==> config.mk <==
export PLATFORM = sky130hd
export DESIGN_NAME = keyboard_scancode_ascii_fifo_top
export DESIGN_NICKNAME = d
export VERILOG_FILES = /design/src/hdl/kbdfifo_pkg.sv /design/src/hdl/keyboard_scancode_ascii_fifo_top.sv /design/src/hdl/kbdfifo_ctrl.sv /design/src/hdl/kbdfifo_dp.sv
export SDC_FILE = /design/constraint.sdc
export NUM_CORES = 2
export LEC_CHECK = 0
export BUFFER_PORTS_ARGS = -buffer_cell sky130_fd_sc_hd__buf_2
export CAP_MARGIN = 20
export CELL_PAD_IN_SITES_DETAIL_PLACEMENT = 0
export CELL_PAD_IN_SITES_GLOBAL_PLACEMENT = 1
export CORE_MARGIN = 2
export CORE_UTILIZATION = 55
export DETAILED_ROUTE_END_ITERATION = 8
export PLACE_DENSITY = 0.87
export SLEW_MARGIN = 5
export SYNTH_ARGS = -nofsm -noshare
export SYNTH_HDL_FRONTEND = slang
export SYNTH_SLANG_ARGS = --single-unit
export TNS_END_PERCENT = 20
==> constraint.sdc <==
create_clock -name clk_i -period 18.1 [get_ports clk_i]
set_input_delay 3.62 -clock clk_i [delete_from_list [all_inputs] [get_ports clk_i]]
set_output_delay 3.62 -clock clk_i [all_outputs]
set_load 0.03 [all_outputs]
==> src/hdl/kbdfifo_pkg.sv <==
// Shared types, constants and scancode table for the keyboard character queue.
package kbdfifo_pkg;

  localparam int unsigned DEF_QUEUE_DEPTH = 256;

  localparam logic [7:0] STATUS_MASK  = 8'h21;
  localparam logic [7:0] STATUS_READY = 8'h01;
  localparam logic [7:0] KEYMAP_LEN   = 8'd58;

  localparam int unsigned CHAR_W = 7;

  typedef enum logic {
    ACT_EVENT = 1'b0,
    ACT_READ  = 1'b1
  } action_e;

  typedef enum logic [2:0] {
    OUT_QUEUED     = 3'd0,
    OUT_NOT_READY  = 3'd1,
    OUT_UNMAPPED   = 3'd2,
    OUT_DROPPED    = 3'd3,
    OUT_READ_OK    = 3'd4,
    OUT_READ_EMPTY = 3'd5
  } outcome_e;

  typedef enum logic [1:0] {
    ST_IDLE,
    ST_EXEC,
    ST_OUT
  } state_e;

  typedef struct packed {
    logic capture;
    logic execute;
  } kbd_cmd_t;

  // US scancode set 1, make codes 0 to 57
  function automatic logic [CHAR_W-1:0] keymap(input logic [5:0] code);
    logic [CHAR_W-1:0] ch;
    unique case (code)
      6'd1:    ch = 7'h1B;
      6'd2:    ch = 7'h31;
      6'd3:    ch = 7'h32;
      6'd4:    ch = 7'h33;
      6'd5:    ch = 7'h34;
      6'd6:    ch = 7'h35;
      6'd7:    ch = 7'h36;
      6'd8:    ch = 7'h37;
      6'd9:    ch = 7'h38;
      6'd10:   ch = 7'h39;
      6'd11:   ch = 7'h30;
      6'd12:   ch = 7'h2D;
      6'd13:   ch = 7'h3D;
      6'd14:   ch = 7'h08;
      6'd15:   ch = 7'h09;
      6'd16:   ch = 7'h71;
      6'd17:   ch = 7'h77;
      6'd18:   ch = 7'h65;
      6'd19:   ch = 7'h72;
      6'd20:   ch = 7'h74;
      6'd21:   ch = 7'h79;
      6'd22:   ch = 7'h75;
      6'd23:   ch = 7'h69;
      6'd24:   ch = 7'h6F;
      6'd25:   ch = 7'h70;
      6'd26:   ch = 7'h5B;
      6'd27:   ch = 7'h5D;
      6'd28:   ch = 7'h0A;
      6'd30:   ch = 7'h61;
      6'd31:   ch = 7'h73;
      6'd32:   ch = 7'h64;
      6'd33:   ch = 7'h66;
      6'd34:   ch = 7'h67;
      6'd35:   ch = 7'h68;
      6'd36:   ch = 7'h6A;
      6'd37:   ch = 7'h6B;
      6'd38:   ch = 7'h6C;
      6'd39:   ch = 7'h3B;
      6'd40:   ch = 7'h27;
      6'd41:   ch = 7'h60;
      6'd43:   ch = 7'h5C;
      6'd44:   ch = 7'h7A;
      6'd45:   ch = 7'h78;
      6'd46:   ch = 7'h63;
      6'd47:   ch = 7'h76;
      6'd48:   ch = 7'h62;
      6'd49:   ch = 7'h6E;
      6'd50:   ch = 7'h6D;
      6'd51:   ch = 7'h2C;
      6'd52:   ch = 7'h2E;
      6'd53:   ch = 7'h2F;
      6'd55:   ch = 7'h2A;
      6'd57:   ch = 7'h20;
      default: ch = '0;
    endcase
    return ch;
  endfunction

endpackage

==> src/hdl/keyboard_scancode_ascii_fifo_top.sv <==
// Keyboard scancode to ASCII character queue, top level.
// A result is presented in the result state, after the execute state that follows the
// input transfer. The controller walks accept, execute and result states per item,
// one item at a time; the result state holds until the output is accepted.
// Reset: asynchronous, clears state machine and queue pointers; memory is not cleared.
module keyboard_scancode_ascii_fifo_top
  import kbdfifo_pkg::*;
#(
  parameter int unsigned QUEUE_DEPTH = DEF_QUEUE_DEPTH
) (
  input  logic        clk_i,
  input  logic        rst_ni,
  input  logic        s_axis_tvalid_i,
  output logic        s_axis_tready_o,
  input  logic [15:0] s_axis_tdata_i,  // [7:0] ctrl_status, [15:8] scan_byte
  input  logic [0:0]  s_axis_tuser_i,  // [0] action
  output logic        m_axis_tvalid_o,
  input  logic        m_axis_tready_i,
  output logic [7:0]  m_axis_tdata_o,  // [6:0] character, [7] zero
  output logic [3:0]  m_axis_tuser_o   // [0] char_valid, [3:1] outcome
);

  kbd_cmd_t          cmd;
  logic [CHAR_W-1:0] character;
  logic              char_valid;
  logic [2:0]        outcome;

  kbdfifo_ctrl u_ctrl (
    .clk_i     (clk_i),
    .rst_ni    (rst_ni),
    .s_valid_i (s_axis_tvalid_i),
    .s_ready_o (s_axis_tready_o),
    .m_valid_o (m_axis_tvalid_o),
    .m_ready_i (m_axis_tready_i),
    .cmd_o     (cmd)
  );

  kbdfifo_dp #(
    .QUEUE_DEPTH (QUEUE_DEPTH)
  ) u_dp (
    .clk_i         (clk_i),
    .rst_ni        (rst_ni),
    .cmd_i         (cmd),
    .action_i      (s_axis_tuser_i[0]),
    .ctrl_status_i (s_axis_tdata_i[7:0]),
    .scan_byte_i   (s_axis_tdata_i[15:8]),
    .character_o   (character),
    .char_valid_o  (char_valid),
    .outcome_o     (outcome)
  );

  assign m_axis_tdata_o = {1'b0, character};
  assign m_axis_tuser_o = {outcome, char_valid};

  a_one_at_a_time: assert property (@(posedge clk_i) disable iff (!rst_ni)
    !(s_axis_tready_o && m_axis_tvalid_o))
    else $error("input ready while result pending");

  a_result_latency: assert property (@(posedge clk_i) disable iff (!rst_ni)
    s_axis_tvalid_i && s_axis_tready_o |-> ##2 m_axis_tvalid_o)
    else $error("result not presented two cycles after transfer");

  a_valid_means_read_ok: assert property (@(posedge clk_i) disable iff (!rst_ni)
    m_axis_tvalid_o |-> (m_axis_tuser_o[0] == (m_axis_tuser_o[3:1] == OUT_READ_OK)))
    else $error("char_valid disagrees with outcome");

  a_char_zero: assert property (@(posedge clk_i) disable iff (!rst_ni)
    m_axis_tvalid_o && !m_axis_tuser_o[0] |-> (m_axis_tdata_o == 8'h00))
    else $error("character nonzero without char_valid");

endmodule

==> src/hdl/kbdfifo_ctrl.sv <==
// Controller state machine: accept, execute, present result.
module kbdfifo_ctrl
  import kbdfifo_pkg::*;
(
  input  logic     clk_i,
  input  logic     rst_ni,
  input  logic     s_valid_i,
  output logic     s_ready_o,
  output logic     m_valid_o,
  input  logic     m_ready_i,
  output kbd_cmd_t cmd_o
);

  state_e state_q, state_d;

  always_ff @(posedge clk_i or negedge rst_ni) begin
    if (!rst_ni) begin
      state_q <= ST_IDLE;
    end else begin
      state_q <= state_d;
    end
  end

  always_comb begin
    state_d       = state_q;
    s_ready_o     = 1'b0;
    m_valid_o     = 1'b0;
    cmd_o.capture = 1'b0;
    cmd_o.execute = 1'b0;
    unique case (state_q)
      ST_IDLE: begin
        s_ready_o = 1'b1;
        if (s_valid_i) begin
          cmd_o.capture = 1'b1;
          state_d       = ST_EXEC;
        end
      end
      ST_EXEC: begin
        cmd_o.execute = 1'b1;
        state_d       = ST_OUT;
      end
      ST_OUT: begin
        m_valid_o = 1'b1;
        if (m_ready_i) begin
          state_d = ST_IDLE;
        end
      end
      default: state_d = ST_IDLE;
    endcase
  end

endmodule

==> src/hdl/kbdfifo_dp.sv <==
// Datapath: input capture, scancode decode, ring pointers, character memory, result registers.
module kbdfifo_dp
  import kbdfifo_pkg::*;
#(
  parameter int unsigned QUEUE_DEPTH = DEF_QUEUE_DEPTH
) (
  input  logic              clk_i,
  input  logic              rst_ni,
  input  kbd_cmd_t          cmd_i,
  input  logic              action_i,
  input  logic [7:0]        ctrl_status_i,
  input  logic [7:0]        scan_byte_i,
  output logic [CHAR_W-1:0] character_o,
  output logic              char_valid_o,
  output logic [2:0]        outcome_o
);

  localparam int unsigned PtrW = (QUEUE_DEPTH > 1) ? $clog2(QUEUE_DEPTH) : 1;
  localparam logic [PtrW-1:0] PtrLast = PtrW'(QUEUE_DEPTH - 1);

  logic              action_q;
  logic [7:0]        status_q;
  logic [7:0]        scan_q;
  logic [PtrW-1:0]   wr_ptr_q, rd_ptr_q;
  logic [CHAR_W-1:0] mem_q [QUEUE_DEPTH];
  logic [CHAR_W-1:0] rd_data_q;
  logic              valid_q;
  outcome_e          outcome_q, outcome_d;

  logic [PtrW-1:0]   wr_next, rd_next;
  logic [CHAR_W-1:0] mapped_ch;
  logic              empty, full, ctl_ready, mapped;
  logic              do_push, do_pop;

  assign wr_next   = (wr_ptr_q == PtrLast) ? '0 : wr_ptr_q + 1'b1;
  assign rd_next   = (rd_ptr_q == PtrLast) ? '0 : rd_ptr_q + 1'b1;
  assign empty     = (wr_ptr_q == rd_ptr_q);
  assign full      = (wr_next == rd_ptr_q);
  assign ctl_ready = ((status_q & STATUS_MASK) == STATUS_READY);
  assign mapped_ch = keymap(scan_q[5:0]);
  assign mapped    = !scan_q[7] && (scan_q < KEYMAP_LEN) && (mapped_ch != '0);

  always_comb begin
    if (action_q == ACT_READ) begin
      outcome_d = empty ? OUT_READ_EMPTY : OUT_READ_OK;
    end else if (!ctl_ready) begin
      outcome_d = OUT_NOT_READY;
    end else if (!mapped) begin
      outcome_d = OUT_UNMAPPED;
    end else if (full) begin
      outcome_d = OUT_DROPPED;
    end else begin
      outcome_d = OUT_QUEUED;
    end
  end

  assign do_push = cmd_i.execute && (outcome_d == OUT_QUEUED);
  assign do_pop  = cmd_i.execute && (outcome_d == OUT_READ_OK);

  always_ff @(posedge clk_i) begin
    if (cmd_i.capture) begin
      action_q <= action_i;
      status_q <= ctrl_status_i;
      scan_q   <= scan_byte_i;
    end
    if (cmd_i.execute) begin
      outcome_q <= outcome_d;
      valid_q   <= (outcome_d == OUT_READ_OK);
    end
  end

  always_ff @(posedge clk_i or negedge rst_ni) begin
    if (!rst_ni) begin
      wr_ptr_q <= '0;
      rd_ptr_q <= '0;
    end else begin
      if (do_push) wr_ptr_q <= wr_next;
      if (do_pop)  rd_ptr_q <= rd_next;
    end
  end

  always_ff @(posedge clk_i) begin
    if (do_push) begin
      mem_q[wr_ptr_q] <= mapped_ch;
    end
  end

  always_ff @(posedge clk_i) begin
    if (cmd_i.execute) begin
      rd_data_q <= mem_q[rd_ptr_q];
    end
  end

  assign character_o  = valid_q ? rd_data_q : '0;
  assign char_valid_o = valid_q;
  assign outcome_o    = outcome_q;

endmodule
==> impl_metrics.py <==
metrics = {
    "final_layout": {
        "drive_gt1_share_pct": 19.8,
        "fin_area_um2": 81400,
        "area_growth_pct": 10.3,
        "finalNonFillerCells": 5908,
        "final_nets": 4040,
        "final_util_pct": 61.1,
    },
    "global_routing": {
        "grt_pass1_wl_um": 264000,
        "grt_pass1_vias": 38300,
        "grt_max_degree": 258,
        "track_usage_pct": 26.7,
        "grt_overflow": 0,
        "grt_antenna_before_repair": 2,
    },
    "clock_tree": {
        "htree_levels": 4,
        "holdBufCountCts": 0,
        "clk_pin_slew_worst_paths_ns": 0.06,
        "clk_latency_ns": 0.81,
        "cts_resized": 0,
        "post_cts_buffers": 0,
        "cts_buffer_depth": 3,
        "root_buffer": "clkbuf_16",
        "cts_tree": "yes",
        "clock-sinks": 1839,
        "numCtsBuffers": 173,
    },
    "worst_setup_path": {
        "arrival_ns": 6.71,
        "cp-start-kind": "flop",
        "required_ns": 18.71,
        "cp-end-kind": "flop",
        "critPathKind": "flop to flop",
        "critPathMaxFanout": 113,
    },
    "routing": {
        "first_iter_violations": 6124,
        "antenna_left": 0,
        "vias_per_cell": 6.79,
        "drt-total-wl_um": 184000,
        "wire_per_inst_um": 31.1,
        "drc_errors": 0,
        "vias": 40100,
        "drt-pass1-iter-count": 6,
    },
    "yosys": {
        "synth_most_common_cell": "edfxtp_1",
        "ys_ff_latch": 1839,
        "synth.area.top_cells": "edfxtp_1 74%, mux4_2 9.1%, mux2i_1 3.0%",
        "avgSynthCellArea_um2": 19.3,
        "syn_nets": 3871,
        "synth-async-reset-ratio_pct": 0.979,
        "synthDominantCellAreaShare_pct": 73.8,
        "mappedNetlistArea_um2": 73800,
        "ys.flop_type": "edfxtp_1",
        "synth_warnings": 0,
        "syn_inst": 3835,
        "ys_seq_area_share_pct": 74.6,
        "yosysUniqueCellTypes": 83,
        "synth_edf_count": 1814,
        "yosys.area.top_type": "edfxtp_1",
        "synthTopCellsByCount": "1,814 x edfxtp_1, 318 x nor3_1, 298 x mux4_2",
    },
    "power_and_ir_drop": {
        "power.leakage_nw": 25.7,
        "peakVddDrop_v": 0.000170,
        "power.density_nw_per_um2": 147,
        "p_total_mw": 11.9,
    },
    "sta": {
        "hold_viol_final": 0,
        "fmaxAchievable_mhz": 164,
        "drv_slew": 0,
        "finalSetupViolCount": 0,
        "timing.setup.tns_ns": 0,
        "max_slew_margin_pct": 18.9,
        "skew_ns": 0.0265,
        "finalCriticalPeriod_ns": 6.10,
        "worst_slew_pin_slew_ns": 1.21,
        "layout_setup_ws_ns": 12.00,
        "rsz0062_at_grt": "false",
        "whs_ns": 0.526,
        "post-route-period-util_pct": 33.7,
    },
    "place": {
        "dpl_worst_slack_ns": 11.61,
        "place.gp.congestion": 0.915,
        "io_buffer_count": 27,
        "dp.cells": 5452,
        "place_area_um2": 75300,
        "dpl.hpwl_um": 107000,
    },
    "floorplan": {
        "num_rows": 134,
        "coreArea_um2": 133000,
        "die-area_um2": 137000,
        "fp.dieW_um": 370,
        "start_util_pct": 55.4,
        "die-height_um": 370,
        "io_pins": 35,
    },
    "flow_run": {
        "cap_violations": 0,
    },
    "outcome": {
        "status": "finished, final reports clean",
    },
    "hold_path": {
        "hp-class": "flop to flop",
    },
}
==> worst max-delay path, stage by stage, from the launching register on <==
cell and delay [ns]:
dfrtp_4 0.94, buf_12 0.76, buf_4 0.79, buf_4 0.86
mux2i_1 0.16, o221ai_1 0.38, o22ai_1 0.37, nor3_1 0.28
o21ai_0 0.33, a2111o_1 0.51, nor4b_1 0.30
==> worst paths after layout <==
check | startpoint | to | slack (ns) | cells past startpoint
hold / removal | u_ctrl.state_q[0] | u_ctrl.state_q[0] | 0.53 | 1
setup / recovery | u_dp.rd_ptr_q[0] | u_dp.rd_data_q[4] | 12.00 | 10
min in group asynchronous | rst_ni | u_dp.wr_ptr_q[1] | 2.81 | 1
hold reg to reg | u_ctrl.state_q[0] | u_ctrl.state_q[0] | 0.53 | 1
max in group asynchronous | rst_ni | u_dp.rd_ptr_q[2] | 14.85 | 1
setup reg to reg | u_dp.rd_ptr_q[0] | u_dp.rd_data_q[4] | 12.00 | 10
==> layout make-up <==
class / instances / area (um2)
Antenna cell: 1 / 2.50
Clock buffer: 231 / 4590
Fill cell: 9013 / 51900
Inverter: 13 / 48.8
Timing Repair Buffer: 257 / 1710
Multi-Input combinational cell: 1720 / 17100
Clock inverter: 79 / 646
Sequential cell: 1839 / 55100
Tap cell: 1768 / 2210
==> per-layer routing <==
| metal | wire [um] | vias up | global-route usage [%] |
|---|---|---|---|
| li1 | - | 16300 | - |
| met1 | 67200 | 20500 | 37.5 |
| met2 | 85500 | 2885 | 40.4 |
| met3 | 23300 | 422 | 6.76 |
| met4 | 7910 | 0 | 10.5 |
| met5 | 0 | - | 0 |
==> registers in the layout, summed over array words and instances (netlist names) <==
signal,count
u_dp.wr_ptr_q,8
u_dp.status_q,2
u_ctrl.state_q,2
u_dp.outcome_o,3
u_dp.action_q,1
u_dp.mem_q,1792
u_dp.scan_q,8
u_dp.rd_ptr_q,8
u_dp.char_valid_o,1
u_dp.mapped_ch,7
u_dp.rd_data_q,7
==> placed cells by master (no fill, tap or decap), drive strengths merged, types with 18 or more instances in the layout <==
master  count
edfxtp   1814
mux4      350
nor3      319
clkbuf    296
mux2i     218
buf       192
nand2     126
nor2       99
a21oi      68
a22oi      68
o22ai      64
clkinv     62
o221ai     47
o21ai      45
nor4       34
nand3      32
a211oi     28
inv        20
dfrtp      18
==> logic make-up after synthesis <==
family / Yosys count / share of synthesized area (%)
AOI/OAI and AO/OA: 420 / 4.03
xor gates and xnor gates: 18 / 0.214
adders and majority gates: 15 / 0.254
buffers and inverters: 276 / 2.34
DFF: 1839 / 74.6
muxes: 572 / 14.0
other: 1 / 0.00508
and+or+nand+nor: 694 / 4.63
==> where the power goes <==
part	leakage [nW]	internal (mW)	total, mW	switching (mW)
Combinational	6.49	1.05	2.94	1.89
Sequential	16.6	5.35	5.59	0.247
Clock	2.54	1.88	3.41	1.52
Total	25.7	8.28	11.9	3.66
(Power assumes the default switching activity.)
